[config.mk]
export PLATFORM = sky130hd
export DESIGN_NAME = encoder_bang_bang_positioner
export DESIGN_NICKNAME = d
export VERILOG_FILES = /design/src/hw/rtl/ebbp_pkg.sv /design/src/hw/rtl/encoder_bang_bang_positioner.sv /design/src/hw/rtl/ebbp_in_stage.sv /design/src/hw/rtl/ebbp_core.sv /design/src/hw/rtl/ebbp_out_stage.sv
export SDC_FILE = /design/constraint.sdc
export NUM_CORES = 1
export LEC_CHECK = 0
export BUFFER_PORTS_ARGS = -buffer_cell sky130_fd_sc_hd__buf_2
export CAP_MARGIN = 20
export CELL_PAD_IN_SITES_DETAIL_PLACEMENT = 2
export CELL_PAD_IN_SITES_GLOBAL_PLACEMENT = 2
export CORE_MARGIN = 2
export CORE_UTILIZATION = 41
export CTS_CLUSTER_DIAMETER = 30
export DETAILED_ROUTE_END_ITERATION = 7
export PLACE_DENSITY = 0.83
export SLEW_MARGIN = 40
export SYNTH_ARGS = -nofsm -noshare
export SYNTH_HDL_FRONTEND = slang
export SYNTH_SLANG_ARGS = --single-unit
[constraint.sdc]
create_clock -name clock -period 25.2 [get_ports clock]
set_input_delay 1.26 -clock clock [delete_from_list [all_inputs] [get_ports clock]]
set_output_delay 1.26 -clock clock [all_outputs]
set_load 0.03 [all_outputs]
[src/hw/rtl/ebbp_pkg.sv]
// ----------------------------------------------------------------------------
// Encoder bang-bang positioner package
// Shared word types, register indexes, reset values and duty codes.
// ----------------------------------------------------------------------------
package ebbp_pkg;

   localparam int POS_WIDTH_DEFAULT = 16;

   localparam int FIELD_POS_WIDTH  = 16;
   localparam int FIELD_DUTY_WIDTH = 9;
   localparam int DEADBAND_WIDTH   = 8;

   localparam int CSR_INDEX_WIDTH = 2;
   localparam int CSR_DATA_WIDTH  = 16;

   localparam logic [CSR_INDEX_WIDTH-1:0] CSR_COUNT_MIN = 2'd0;
   localparam logic [CSR_INDEX_WIDTH-1:0] CSR_COUNT_MAX = 2'd1;
   localparam logic [CSR_INDEX_WIDTH-1:0] CSR_DEADBAND  = 2'd2;

   localparam int COUNT_MIN_RESET = 20;
   localparam int COUNT_MAX_RESET = 181;
   localparam logic [DEADBAND_WIDTH-1:0] DEADBAND_RESET = 8'd1;

   localparam logic [FIELD_DUTY_WIDTH-1:0] DUTY_EXTEND  = 9'd0;
   localparam logic [FIELD_DUTY_WIDTH-1:0] DUTY_STOP    = 9'd200;
   localparam logic [FIELD_DUTY_WIDTH-1:0] DUTY_RETRACT = 9'd400;

   localparam logic FUNC_EDGE = 1'b0;
   localparam logic FUNC_TICK = 1'b1;

   typedef struct packed {
      logic                       func;
      logic                       dir_level;
      logic [FIELD_POS_WIDTH-1:0] target;
   } req_word_type;

   typedef struct packed {
      logic [FIELD_DUTY_WIDTH-1:0] duty;
      logic [FIELD_POS_WIDTH-1:0]  reported_position;
      logic [FIELD_POS_WIDTH-1:0]  counter_value;
      logic                        drive_changed;
   } rsp_word_type;

   typedef struct packed {
      logic                       wr_en;
      logic [CSR_INDEX_WIDTH-1:0] index;
      logic [CSR_DATA_WIDTH-1:0]  wdata;
   } csr_write_type;

endpackage

[src/hw/rtl/encoder_bang_bang_positioner.sv]
// ----------------------------------------------------------------------------
// Encoder bang-bang positioner
// One actuator channel: clamped encoder counter and deadband bang-bang drive.
//
//   Channel   Ports                          Direction   Word
//   request   req_valid/req_ready/req_word   in          func, dir_level, target
//   response  rsp_valid/rsp_ready/rsp_word   out         duty, positions, changed
//   control   csr_wr_en/csr_index/csr_wdata  in          limits and deadband
//
// Each word is held in the input register, then evaluated and written to the
// output register when that register is free.
// Throughput is one word per cycle while no response stall holds the flow.
// Reset is synchronous and clears both handshake stages and the controller state.
// A stalled response holds the input register; one more word can wait there.
// ----------------------------------------------------------------------------
module encoder_bang_bang_positioner #(
   parameter int PosWidth = ebbp_pkg::POS_WIDTH_DEFAULT
) (
   input  logic                                     clock,
   input  logic                                     reset,
   input  logic                                     req_valid,
   output logic                                     req_ready,
   input  ebbp_pkg::req_word_type                   req_word,
   output logic                                     rsp_valid,
   input  logic                                     rsp_ready,
   output ebbp_pkg::rsp_word_type                   rsp_word,
   input  logic                                     csr_wr_en,
   input  logic [ebbp_pkg::CSR_INDEX_WIDTH-1:0]     csr_index,
   input  logic [ebbp_pkg::CSR_DATA_WIDTH-1:0]      csr_wdata
);

   logic                    item_valid;
   ebbp_pkg::req_word_type  item_word;
   ebbp_pkg::rsp_word_type  result;
   ebbp_pkg::csr_write_type csr;
   logic                    out_free;
   logic                    advance;

   assign advance   = item_valid && out_free;
   assign csr.wr_en = csr_wr_en;
   assign csr.index = csr_index;
   assign csr.wdata = csr_wdata;

   ebbp_in_stage u_in_stage (
      .clock      (clock),
      .reset      (reset),
      .req_valid  (req_valid),
      .req_ready  (req_ready),
      .req_word   (req_word),
      .advance    (advance),
      .item_valid (item_valid),
      .item_word  (item_word)
   );

   ebbp_core #(
      .PosWidth (PosWidth)
   ) u_core (
      .clock     (clock),
      .reset     (reset),
      .csr       (csr),
      .advance   (advance),
      .item_word (item_word),
      .result    (result)
   );

   ebbp_out_stage u_out_stage (
      .clock     (clock),
      .reset     (reset),
      .load      (advance),
      .result    (result),
      .out_free  (out_free),
      .rsp_valid (rsp_valid),
      .rsp_ready (rsp_ready),
      .rsp_word  (rsp_word)
   );

endmodule

[src/hw/rtl/ebbp_in_stage.sv]
// ----------------------------------------------------------------------------
// Input stage
// Holds one accepted request word until the core consumes it.
// ----------------------------------------------------------------------------
module ebbp_in_stage (
   input  logic                   clock,
   input  logic                   reset,
   input  logic                   req_valid,
   output logic                   req_ready,
   input  ebbp_pkg::req_word_type req_word,
   input  logic                   advance,
   output logic                   item_valid,
   output ebbp_pkg::req_word_type item_word
);

   logic                   valid_ff;
   logic                   valid_in;
   ebbp_pkg::req_word_type word_ff;
   logic                   take;

   assign req_ready = !valid_ff || advance;
   assign take      = req_valid && req_ready;
   assign valid_in  = take || (valid_ff && !advance);

   always_ff @(posedge clock) begin
      if (reset) begin
         valid_ff <= 1'b0;
      end else begin
         valid_ff <= valid_in;
      end
   end

   always_ff @(posedge clock) begin
      if (take) begin
         word_ff <= req_word;
      end
   end

   assign item_valid = valid_ff;
   assign item_word  = word_ff;

endmodule

[src/hw/rtl/ebbp_core.sv]
// ----------------------------------------------------------------------------
// Positioner core
// Configuration registers, controller state, and the edge and tick update.
// ----------------------------------------------------------------------------
module ebbp_core #(
   parameter int PosWidth = ebbp_pkg::POS_WIDTH_DEFAULT
) (
   input  logic                    clock,
   input  logic                    reset,
   input  ebbp_pkg::csr_write_type csr,
   input  logic                    advance,
   input  ebbp_pkg::req_word_type  item_word,
   output ebbp_pkg::rsp_word_type  result
);

   localparam int SW = PosWidth + 2;
   localparam int FW = ebbp_pkg::FIELD_POS_WIDTH;

   logic [PosWidth-1:0]                     count_min_ff;
   logic [PosWidth-1:0]                     count_max_ff;
   logic [ebbp_pkg::DEADBAND_WIDTH-1:0]     deadband_ff;
   logic [PosWidth+FW-1:0]                  wdata_ext;

   logic [PosWidth-1:0]                     position_ff;
   logic [PosWidth-1:0]                     position_in;
   logic                                    forward_ff;
   logic                                    forward_in;
   logic                                    reverse_ff;
   logic                                    reverse_in;
   logic                                    stopped_ff;
   logic                                    stopped_in;
   logic [ebbp_pkg::FIELD_DUTY_WIDTH-1:0]   duty_ff;
   logic [ebbp_pkg::FIELD_DUTY_WIDTH-1:0]   duty_in;
   logic [PosWidth-1:0]                     reported_ff;
   logic [PosWidth-1:0]                     reported_in;
   logic                                    changed;

   logic [PosWidth+FW-1:0]                  target_ext;
   logic [PosWidth-1:0]                     target_pos;
   logic signed [SW-1:0]                    t_s;
   logic signed [SW-1:0]                    db_s;
   logic signed [SW-1:0]                    lo_s;
   logic signed [SW-1:0]                    hi_s;
   logic signed [SW-1:0]                    pos_s;
   logic signed [SW-1:0]                    cnt_s;
   logic signed [SW-1:0]                    min_s;
   logic signed [SW-1:0]                    max_s;
   logic [PosWidth+FW-1:0]                  cnt_ext;
   logic [PosWidth+FW-1:0]                  rep_ext;

   assign wdata_ext = {PosWidth'(0), csr.wdata};

   always_ff @(posedge clock) begin
      if (reset) begin
         count_min_ff <= PosWidth'(ebbp_pkg::COUNT_MIN_RESET);
         count_max_ff <= PosWidth'(ebbp_pkg::COUNT_MAX_RESET);
         deadband_ff  <= ebbp_pkg::DEADBAND_RESET;
      end else if (csr.wr_en) begin
         case (csr.index)
            ebbp_pkg::CSR_COUNT_MIN: begin
               count_min_ff <= wdata_ext[PosWidth-1:0];
            end
            ebbp_pkg::CSR_COUNT_MAX: begin
               count_max_ff <= wdata_ext[PosWidth-1:0];
            end
            ebbp_pkg::CSR_DEADBAND: begin
               deadband_ff <= csr.wdata[ebbp_pkg::DEADBAND_WIDTH-1:0];
            end
            default: begin
            end
         endcase
      end
   end

   assign target_ext = {PosWidth'(0), item_word.target};
   assign target_pos = target_ext[PosWidth-1:0];
   assign t_s        = signed'({2'b00, target_pos});
   assign db_s       = signed'({(SW - ebbp_pkg::DEADBAND_WIDTH)'(0), deadband_ff});
   assign lo_s       = t_s - db_s;
   assign hi_s       = t_s + db_s;
   assign min_s      = signed'({2'b00, count_min_ff});
   assign max_s      = signed'({2'b00, count_max_ff});

   always_comb begin
      position_in = position_ff;
      forward_in  = forward_ff;
      reverse_in  = reverse_ff;
      stopped_in  = stopped_ff;
      duty_in     = duty_ff;
      reported_in = reported_ff;
      changed     = 1'b0;
      pos_s       = signed'({2'b00, position_ff});
      cnt_s       = pos_s;
      if (item_word.func == ebbp_pkg::FUNC_EDGE) begin
         cnt_s = item_word.dir_level ? pos_s + SW'(1) : pos_s - SW'(1);
         if (cnt_s <= min_s) begin
            cnt_s = min_s;
         end
         if (cnt_s >= max_s) begin
            cnt_s = max_s;
         end
         position_in = cnt_s[PosWidth-1:0];
      end else begin
         if (pos_s < lo_s && !forward_in) begin
            duty_in    = ebbp_pkg::DUTY_EXTEND;
            forward_in = 1'b1;
            stopped_in = 1'b0;
            changed    = 1'b1;
         end
         if (pos_s > hi_s && !reverse_in) begin
            duty_in    = ebbp_pkg::DUTY_RETRACT;
            reverse_in = 1'b1;
            stopped_in = 1'b0;
            changed    = 1'b1;
         end
         if (pos_s >= lo_s && !stopped_in && forward_in) begin
            duty_in    = ebbp_pkg::DUTY_STOP;
            pos_s      = t_s;
            stopped_in = 1'b1;
            forward_in = 1'b0;
            reverse_in = 1'b0;
            changed    = 1'b1;
         end
         if (pos_s <= hi_s && !stopped_in && reverse_in) begin
            duty_in    = ebbp_pkg::DUTY_STOP;
            pos_s      = t_s;
            stopped_in = 1'b1;
            forward_in = 1'b0;
            reverse_in = 1'b0;
            changed    = 1'b1;
         end
         reported_in = pos_s[PosWidth-1:0];
      end
   end

   always_ff @(posedge clock) begin
      if (reset) begin
         position_ff <= PosWidth'(ebbp_pkg::COUNT_MIN_RESET);
         forward_ff  <= 1'b0;
         reverse_ff  <= 1'b0;
         stopped_ff  <= 1'b0;
         duty_ff     <= ebbp_pkg::DUTY_STOP;
         reported_ff <= '0;
      end else if (advance) begin
         position_ff <= position_in;
         forward_ff  <= forward_in;
         reverse_ff  <= reverse_in;
         stopped_ff  <= stopped_in;
         duty_ff     <= duty_in;
         reported_ff <= reported_in;
      end
   end

   assign cnt_ext = {FW'(0), position_in};
   assign rep_ext = {FW'(0), reported_in};

   assign result.duty              = duty_in;
   assign result.reported_position = rep_ext[FW-1:0];
   assign result.counter_value     = cnt_ext[FW-1:0];
   assign result.drive_changed     = changed;

endmodule

[src/hw/rtl/ebbp_out_stage.sv]
// ----------------------------------------------------------------------------
// Output stage
// Result register that holds a response word until the consumer takes it.
// ----------------------------------------------------------------------------
module ebbp_out_stage (
   input  logic                   clock,
   input  logic                   reset,
   input  logic                   load,
   input  ebbp_pkg::rsp_word_type result,
   output logic                   out_free,
   output logic                   rsp_valid,
   input  logic                   rsp_ready,
   output ebbp_pkg::rsp_word_type rsp_word
);

   logic                   valid_ff;
   logic                   valid_in;
   ebbp_pkg::rsp_word_type word_ff;

   assign out_free = !valid_ff || rsp_ready;
   assign valid_in = load || (valid_ff && !rsp_ready);

   always_ff @(posedge clock) begin
      if (reset) begin
         valid_ff <= 1'b0;
      end else begin
         valid_ff <= valid_in;
      end
   end

   always_ff @(posedge clock) begin
      if (load) begin
         word_ff <= result;
      end
   end

   assign rsp_valid = valid_ff;
   assign rsp_word  = word_ff;

endmodule

Word level (Yosys, flattened, before mapping)
Index checks and enable logic that the tools add are counted.

Flip-flop bits (word level): 146.

Add/sub/neg operators: 4. $lt $le $gt $ge: 6. Equality and inequality tests: 2. Multiplexer cells: 32. Reduce and logical (&&, ||, !) cells: 27.

Operator list (number): 16-bit two-way mux (5); 18-bit two-way mux (4); 9-bit two-way mux (5); 17-bit by 18-bit greater-or-equal comparator with 1-bit output (1); 18-bit by 17-bit greater-or-equal comparator with 1-bit output (1); 17-bit by 18-bit > comparator with 1-bit output (1); 18-bit by 17-bit <= comparator with 1-bit output (1); 18-bit <= comparator (1); 17-bit by 18-bit < comparator with 1-bit output (1); 1-bit two-way mux (18); 16-bit by 1-bit adder with 17-bit output, second input constant (1); 16-bit by 8-bit adder with 17-bit output (1); 16-bit by 1-bit subtractor with 17-bit output, second input constant (1); 16-bit by 8-bit subtractor with 17-bit output (1); 1-bit logical AND (10); 1-bit logical NOT (8); 2-bit AND reduction (4); 1-bit logical OR (4); 2-bit by 1-bit == test with 1-bit output, second input constant (1); 2-bit == test, second input constant (1); 2-bit logical NOT (1).

Longest topological paths before layout
Gate-level depths: netlist of run 1.

Depth after elaboration: 16. Depth in mapped cells: 42.

Modules after synthesis
From an unflattened synthesis of run 1, not the netlist that was laid out.

Cell total of the unflattened synthesis: 1064. Area, all modules: 9487.8 µm².

By module, submodules not included: ebbp_core (instances 1, cells an instance 994, area an instance 7578.5 µm²); ebbp_out_stage (instances 1, cells an instance 46, area an instance 1307.5 µm²); ebbp_in_stage (instances 1, cells an instance 23, area an instance 595.6 µm²); encoder_bang_bang_positioner (instances 1, cells an instance 1, area an instance 6.3 µm²).

Least setup slack after synthesis of run 1
No wires, ideal clock.

Path kind: reg2reg. Start: reg u_in_stage.word_ff (netlist bit u_in_stage.item_word[0]). End: reg u_out_stage.word_ff (netlist bit u_out_stage.rsp_word[25]) (data pin). Setup time: 0.260 ns. Data arrival time: 7.795 ns. Data required time: 24.940 ns. Setup slack: 17.145 ns. Cell stages (with the launch flop): 38. Buffers on the path: 3. Cell sequence: edfxtp_1 -> inv_1 -> ha_1 -> inv_1 -> fa_1 -> a211o_1 -> o211ai_1 -> a21oi_1 -> nor4_1 -> nand2_1 -> or4_1 -> xor2_1 -> ha_1 -> a21o_1 -> a21oi_1 -> nand3_1 -> nor2_1 -> o21a_1 -> [2 not listed] -> buf_1 -> nand2_1 -> nand2_1 -> ha_1 -> a21o_1 -> a21o_1 -> a221o_1 -> a21o_1 -> a21o_1 -> a21o_1 -> a2111o_1 -> o311ai_1 -> nor3b_1 -> a211oi_2 -> o21ai_2 -> buf_6 -> mux2_4 -> mux2_2.

RTL lines: start: declaration (RTL line ebbp_in_stage.sv:18) `ebbp_pkg::req_word_type word_ff;`; start signal: assignment (RTL line ebbp_in_stage.sv:35) `word_ff <= req_word;`; end signal: assignment (RTL line ebbp_out_stage.sv:33) `word_ff <= result;`; end: declaration (RTL line ebbp_out_stage.sv:18) `ebbp_pkg::rsp_word_type word_ff;`.

==> results of run 1 <==
-- through the flow --
stage               instance area (um^2)  hold slack [ns]
finish                             11500            0.474
global route                       11500            0.486
CTS                                11500            0.478
detailed placement                 10900            0.467
global placement                   10900            0.459
floorplan                          10300            0.447
-- synthesized netlist by cell type, types with 5 or more instances --
library cell,number
clkbuf_1,62
nand3b_1,5
nor3b_1,10
nor4_1,8
o21ai_0,40
a21o_1,29
nor2_1,61
and4_1,7
a211o_1,11
inv_1,70
o221ai_1,12
edfxtp_1,60
dfxtp_1,86
mux2i_1,29
o221a_2,5
nor3_1,36
o31ai_1,5
a211oi_1,5
o21a_1,6
a21oi_1,64
buf_2,7
and2_1,7
ha_1,90
nor2b_1,12
a311o_1,11
nor4b_1,10
mux2_2,25
buf_1,6
nand2b_1,30
or3_1,8
a31oi_1,9
o21ai_1,5
xor2_1,15
xnor2_1,30
nand2_1,142
and3_1,9
nand4_1,11
nand3_1,27
or4_1,9
o211ai_1,7
a221o_1,5
or2_2,6
o22ai_1,16
-- state kept, by name, summed over array words and instances, names as in the netlist --
name and flops:
u_core.duty_ff 9, u_in_stage.item_word 18, u_in_stage.item_valid 1, u_core.count_min_ff 16
u_core.reverse_ff 1, u_out_stage.rsp_valid 1, u_core.reported_ff 16, u_core.forward_ff 1
u_out_stage.rsp_word 42, u_core.deadband_ff 8, u_core.count_max_ff 16, u_core.stopped_ff 1
u_core.position_ff 16
-- critical path, delay by kind of cell, from the launching register on --
kind                     cells  cell delay, ns
AO/OA/AOI/OAI               16            4.19
AND/OR/NAND/NOR              6            1.67
adder cells (fa/ha/maj)      4            1.31
multiplexers                 3            0.77
buffers and inverters        4            0.66
flip-flops                   1            0.39
XOR/XNOR                     1            0.17
-- per-layer routing --
layer,GRT usage,vias to the layer above,part of all wire,wire length (um)
li1,-,4313,-,-
met1,0.359,4719,0.44,16100
met5,0,-,0,0
met3,0.0489,53,0.041,1480
met4,0.0813,0,0.020,736
met2,0.498,221,0.50,18200
-- layout make-up --
cell class                      instances  area (um^2)
Inverter                               70          263
Multi-Input combinational cell        874         6230
Clock inverter                         15          140
Timing Repair Buffer                   93          507
Fill cell                            2766        13500
Clock buffer                           17          425
Tap cell                              330          413
Sequential cell                       146         3520
-- how the worst max path moves through the flow --
stage / start / to
2_1_floorplan: u_in_stage.item_word[0] / u_out_stage.rsp_word[25]
6_report: u_in_stage.item_word[0] / u_out_stage.rsp_word[29]
4_1_cts: u_in_stage.item_word[0] / u_out_stage.rsp_word[29]
3_3_place_gp: u_in_stage.item_word[0] / u_out_stage.rsp_word[29]
3_5_place_dp: u_in_stage.item_word[0] / u_out_stage.rsp_word[32]
5_1_grt: u_in_stage.item_word[0] / u_out_stage.rsp_word[29]
-- report_power, final --
part | switching [mW] | total, mW | internal [mW] | leakage [nW]
sequential | 0.0127 | 0.270 | 0.258 | 1.26
clock | 0.123 | 0.254 | 0.131 | 0.267
combinational | 0.0893 | 0.145 | 0.0561 | 3.28
total | 0.225 | 0.669 | 0.444 | 4.81
-- kinds of logic after synthesis --
group / count (synthesis)
XOR/XNOR: 45
flip-flops: 146
multiplexers: 58
AO/OA/AOI/OAI: 267
buffers and inverters: 149
adder cells (fa/ha/maj): 94
AND/OR/NAND/NOR: 410
==> results.py, run 1 <==
metrics = {
    "status": {
        "run_status": "complete, no violations",
    },
    "yosys": {
        "synthMuxAreaShare": 0.0612,
        "synthArstFlopShare": 0,
        "ys_warn_count": 0,
        "synth_area_um2": 10300,
        "synth_top_area_cell": "edfxtp_1",
        "synthCells": 1169,
        "synth_top_family_by_area": "simple AND/OR/NAND/NOR gates",
        "ys_seq_elements": 146,
        "avgSynthCellArea_um2": 8.83,
        "synth-simple-area-share": 0.204,
        "seq_area_frac_synth": 0.341,
        "synth-edff-count": 60,
        "synth_compound_area_frac": 0.182,
        "synth_top_cell_area_share": 0.175,
        "synth-main-ff-cell": "dfxtp_1",
        "synth_adder_area_share": 0.115,
        "synth.area.top_cells": "edfxtp_1, dfxtp_1, ha_1",
        "ys_types": 81,
        "synth-xor-area-share": 0.0382,
        "synthesis.nets": 1302,
    },
    "sta": {
        "setup_violations": 0,
        "fin_ws_ns": 15.77,
        "rsz0062_at_grt": "no",
        "skew_ns": 0.0119,
        "finalHoldViolCount": 0,
        "slew_headroom": 0.449,
        "slew_viol_final": 0,
        "fmax_ghz": 0.106,
        "fin_crit_ns": 9.43,
        "fin_setup_tns_ns": 0,
        "period_share": 0.374,
        "worst_pin_slew_ns": 0.826,
    },
    "final_layout": {
        "nets": 1335,
        "utilization": 0.461,
        "diodes": 0,
        "area.growth.synth_to_final_pct": 11.4,
        "mostFrequentLayoutCells": "nand2_1, ha_1, dfxtp_1",
        "fin_cells": 1545,
        "final_common_cell": "nand2_1",
        "layout-drive-gt1-share": 0.153,
    },
    "placement": {
        "pre_cts_ws_ns": 16.06,
        "placedCellCount": 1511,
        "dpl.hpwl_mm": 25.7,
        "place.gp.congestion": 0.873,
        "port_buffers": 84,
    },
    "critical_path": {
        "crit_path_max_incr_delay_ns": 0.66,
        "path_class": "reg -> reg",
        "r2r_start": "u_in_stage.item_word[0]",
        "r2r-end": "u_out_stage.rsp_word[29]",
        "crit_fanout": 29,
        "crit_top_cell": "a21o_1",
        "reg2reg_slack_ns": 15.77,
        "cpMaxStageDelayCell": "a21o_1",
        "cp_data_required_time_ns": 25.39,
        "cp.arrival_ns": 9.62,
        "start_kind": "flip-flop",
        "endpoint_kind": "flip-flop",
        "r2r_cells": 34,
    },
    "min_path": {
        "min_to": "u_core.duty_ff[1]",
        "hp-class": "reg -> reg",
        "hold_start": "u_core.duty_ff[1]",
        "hold_depth": 1,
    },
    "floorplan": {
        "top_level_ports": 85,
        "core_area_um2": 25000,
        "die_height_um": 163,
        "die_w_um": 163,
        "row_count": 58,
        "initial_core_util": 0.413,
        "die_area_um2": 26400,
    },
    "cts": {
        "cts_setup_buffers": 0,
        "cts_max_path_buffers": 2,
        "clock-sinks": 146,
        "cts_resized": 0,
        "cts_hold_buf": 0,
        "root_buffer": "clkbuf_16",
        "cts_max_level": 4,
        "clock_latency_ns": 0.45,
        "cts_tree": "built",
        "path_clk_slew_ns": 0.07,
        "cts_buffers": 17,
    },
    "run": {
        "drv_cap": 0,
    },
    "pwr": {
        "power_density_nw_per_um2": 58.2,
        "p_leak_nw": 4.81,
        "ir_worst_vdd_uv": 34.2,
        "total_power_uw": 669,
    },
    "detailed_routing": {
        "ant_nets": 0,
        "drt-wirelength-per-cell_um": 23.6,
        "drc": 0,
        "initialDrtViolationCount": 474,
        "first_pass_iters": 5,
        "wl_mm": 36.5,
        "vias": 9306,
        "via_per_inst": 6.02,
    },
    "global_route": {
        "grt_max_degree": 102,
        "overflow": 0,
        "grt_pass1_wl_mm": 58.2,
        "antenna_found_initial": 0,
        "track_usage": 0.284,
        "first_global_vias": 10200,
    },
}
No activity file was read; power rests on OpenSTA's default activity.
==> run 2: changes to the inputs <==
--- a/config.mk
+++ b/config.mk
@@ -5,15 +5,16 @@
 export SDC_FILE = /design/constraint.sdc
 export NUM_CORES = 1
 export LEC_CHECK = 0
+export ABC_AREA = 1
 export BUFFER_PORTS_ARGS = -buffer_cell sky130_fd_sc_hd__buf_2
 export CAP_MARGIN = 20
 export CELL_PAD_IN_SITES_DETAIL_PLACEMENT = 2
 export CELL_PAD_IN_SITES_GLOBAL_PLACEMENT = 2
 export CORE_MARGIN = 2
-export CORE_UTILIZATION = 41
+export CORE_UTILIZATION = 36
 export CTS_CLUSTER_DIAMETER = 30
 export DETAILED_ROUTE_END_ITERATION = 7
-export PLACE_DENSITY = 0.83
+export PLACE_DENSITY = 0.78
 export SLEW_MARGIN = 40
 export SYNTH_ARGS = -nofsm -noshare
 export SYNTH_HDL_FRONTEND = slang
==> constraint.sdc (replaced) <==
create_clock -name clock -period 8.7 [get_ports clock]
set_input_delay 0.435 -clock clock [delete_from_list [all_inputs] [get_ports clock]]
set_output_delay 0.435 -clock clock [all_outputs]
set_load 0.03 [all_outputs]
==> run 2 against run 1 <==
  * Combinational power grew to 4.8 times the previous value
  * Sequential power grew to 3.0 times the previous value
  * Routed wire length grew 3.2%
  * Fmax grew 19%
  * Synthesized cell count grew 14%
  * Critical path depth grew 1
  * Sequential cell count is the same
  * Critical endpoint is now u_out_stage.rsp_word[41]
==> results.py, run 2 <==
metrics = {
    "pwr": {
        "ir_worst_vdd_uv": 128,
        "power_density_nw_per_um2": 203,
        "p_leak_nw": 5.18,
    },
    "cts": {
        "cts_max_level": 4,
        "cts_tree": "built",
        "cts_setup_buffers": 0,
        "root_buffer": "clkbuf_16",
        "cts_max_path_buffers": 2,
        "cts_buffers": 17,
        "path_clk_slew_ns": 0.08,
        "clock_latency_ns": 0.45,
        "clock-sinks": 146,
    },
    "yosys": {
        "synth_top_cell_area_share": 0.180,
        "synth-main-ff-cell": "dfxtp_1",
        "ys_types": 56,
        "synthesis.nets": 1463,
        "synthCells": 1330,
        "ys_top_cells_by_count": "nand2_1, inv_1, a21oi_1",
        "synth.area.top_cells": "edfxtp_1, dfxtp_1, ha_1",
        "synth_top_area_cell": "edfxtp_1",
        "avgSynthCellArea_um2": 7.52,
        "seq_area_frac_synth": 0.352,
        "ys_warn_count": 0,
        "ys_seq_elements": 146,
        "synthArstFlopShare": 0,
        "synth.most_common_cell": "nand2_1",
        "synth_area_um2": 10000,
        "synth-edff-count": 60,
    },
    "floorplan": {
        "die_area_um2": 29100,
        "die_height_um": 171,
        "row_count": 60,
        "top_level_ports": 85,
        "core_area_um2": 27100,
        "initial_core_util": 0.369,
        "die_w_um": 171,
    },
    "detailed_routing": {
        "first_pass_iters": 5,
        "wl_mm": 37.6,
        "drc": 0,
        "vias": 9598,
        "via_per_inst": 5.43,
        "initialDrtViolationCount": 538,
        "ant_nets": 0,
        "drt-wirelength-per-cell_um": 21.3,
    },
    "sta": {
        "rsz0062_at_grt": "no",
        "fin_crit_ns": 7.95,
        "period_share": 0.914,
        "hold_ws_ns": 0.152,
        "skew_ns": 0.0176,
        "worst_pin_slew_ns": 0.755,
        "slew_headroom": 0.496,
        "fmax_ghz": 0.126,
        "fin_setup_tns_ns": 0,
        "setup_violations": 0,
        "slew_viol_final": 0,
        "fin_ws_ns": 0.750,
        "finalHoldViolCount": 0,
    },
    "placement": {
        "place.gp.congestion": 0.861,
        "port_buffers": 84,
        "place_area_um2": 10600,
        "pre_cts_ws_ns": 0.712,
        "dpl.hpwl_mm": 28.4,
    },
    "final_layout": {
        "nets": 1517,
        "utilization": 0.413,
        "fillers": 3182,
        "fin_area_um2": 11200,
        "diodes": 0,
        "largest_register_ff_count": 42,
        "area.growth.synth_to_final_pct": 12.0,
        "layout-drive-gt1-share": 0.124,
        "final_common_cell": "nand2_1",
        "mostFrequentLayoutCells": "nand2_1, inv_1, a21oi_1",
    },
    "critical_path": {
        "crit_path_max_incr_delay_ns": 0.55,
        "path_class": "reg -> reg",
        "crit_fanout": 35,
        "cp.arrival_ns": 8.13,
        "start_kind": "flip-flop",
        "endpoint_kind": "flip-flop",
        "cp_data_required_time_ns": 8.88,
        "cpMaxStageDelayCell": "ha_1",
    },
    "status": {
        "run_status": "complete, no violations",
    },
    "run": {
        "drv_cap": 0,
    },
    "global_route": {
        "track_usage": 0.269,
        "overflow": 0,
        "antenna_found_initial": 0,
        "first_global_vias": 10400,
        "grt_pass1_wl_mm": 59.4,
        "grt_max_degree": 67,
    },
    "min_path": {
        "hp-class": "in -> reg",
    },
}
[run 2: final timing paths]
kind / endpoint / slack (ns) / cells past startpoint / from
worst max register to register: u_out_stage.rsp_word[41] / 0.75 / 35 / u_in_stage.item_word[2]
worst min-delay path: u_in_stage.item_word[1] / 0.15 / 1 / req_word[1]
worst min register to register: u_core.duty_ff[5] / 0.47 / 2 / u_core.duty_ff[5]
worst max-delay path: u_out_stage.rsp_word[41] / 0.75 / 35 / u_in_stage.item_word[2]
[run 2: layout make-up]
class	instances	area, um^2	area share
inverters	176	663	0.0592
flip-flops and latches	146	3520	0.315
well taps	372	465	0.0416
clock inverters	15	148	0.0132
multi-input cells	953	5500	0.491
clock buffers	17	425	0.0380
repair buffers	90	472	0.0421
[run 2: report_power, final]
group	total, mW	switching (mW)	leakage [nW]	internal (mW)
clock	0.757	0.354	0.274	0.403
sequential	0.818	0.0483	1.28	0.770
combinational	0.692	0.485	3.63	0.207
total	2.27	0.888	5.18	1.38
[run 2: cells by family after synthesis]
logic type                 after synthesis  share of synthesized area
adders and majority gates               92                      0.117
DFF                                    146                      0.352
xor gates and xnor gates                37                     0.0324
buffers and inverters                  231                     0.0986
AOI/OAI and AO/OA                      299                      0.163
and+or+nand+nor                        524                      0.235
muxes                                    1                    0.00113
[run 2: timing repair]
action,in CTS,in global routing
hold endpoints to repair,0,0
endpoints found under the setup margin,0,5
resized for setup,0,1
hold buffers,0,0
[run 2: per-layer routing]
metal  share of wire  global-route usage  vias to the layer above
met5               0                   0                        -
li1                -                   -                     4585
met3           0.026              0.0368                       69
met2            0.50               0.474                      161
met1            0.44               0.335                     4783
met4           0.032              0.0992                        0
[run 2: per-stage QoR]
step                      power, mW  std cells
final                          2.27       1769
after global routing           2.40       1769
after CTS                      2.29       1769
after detailed placement       1.51       1737
after global placement         1.48       1737
after floorplan                1.29       1330
[run 2: worst max-delay path, delay by kind of cell (launching register included)]
family	cells	cell delay, ns
xor+xnor	1	0.15
flops	1	0.51
fa+ha+maj	3	1.10
simple gates	14	2.39
compound gates	14	3.26
buf+inv	3	0.23
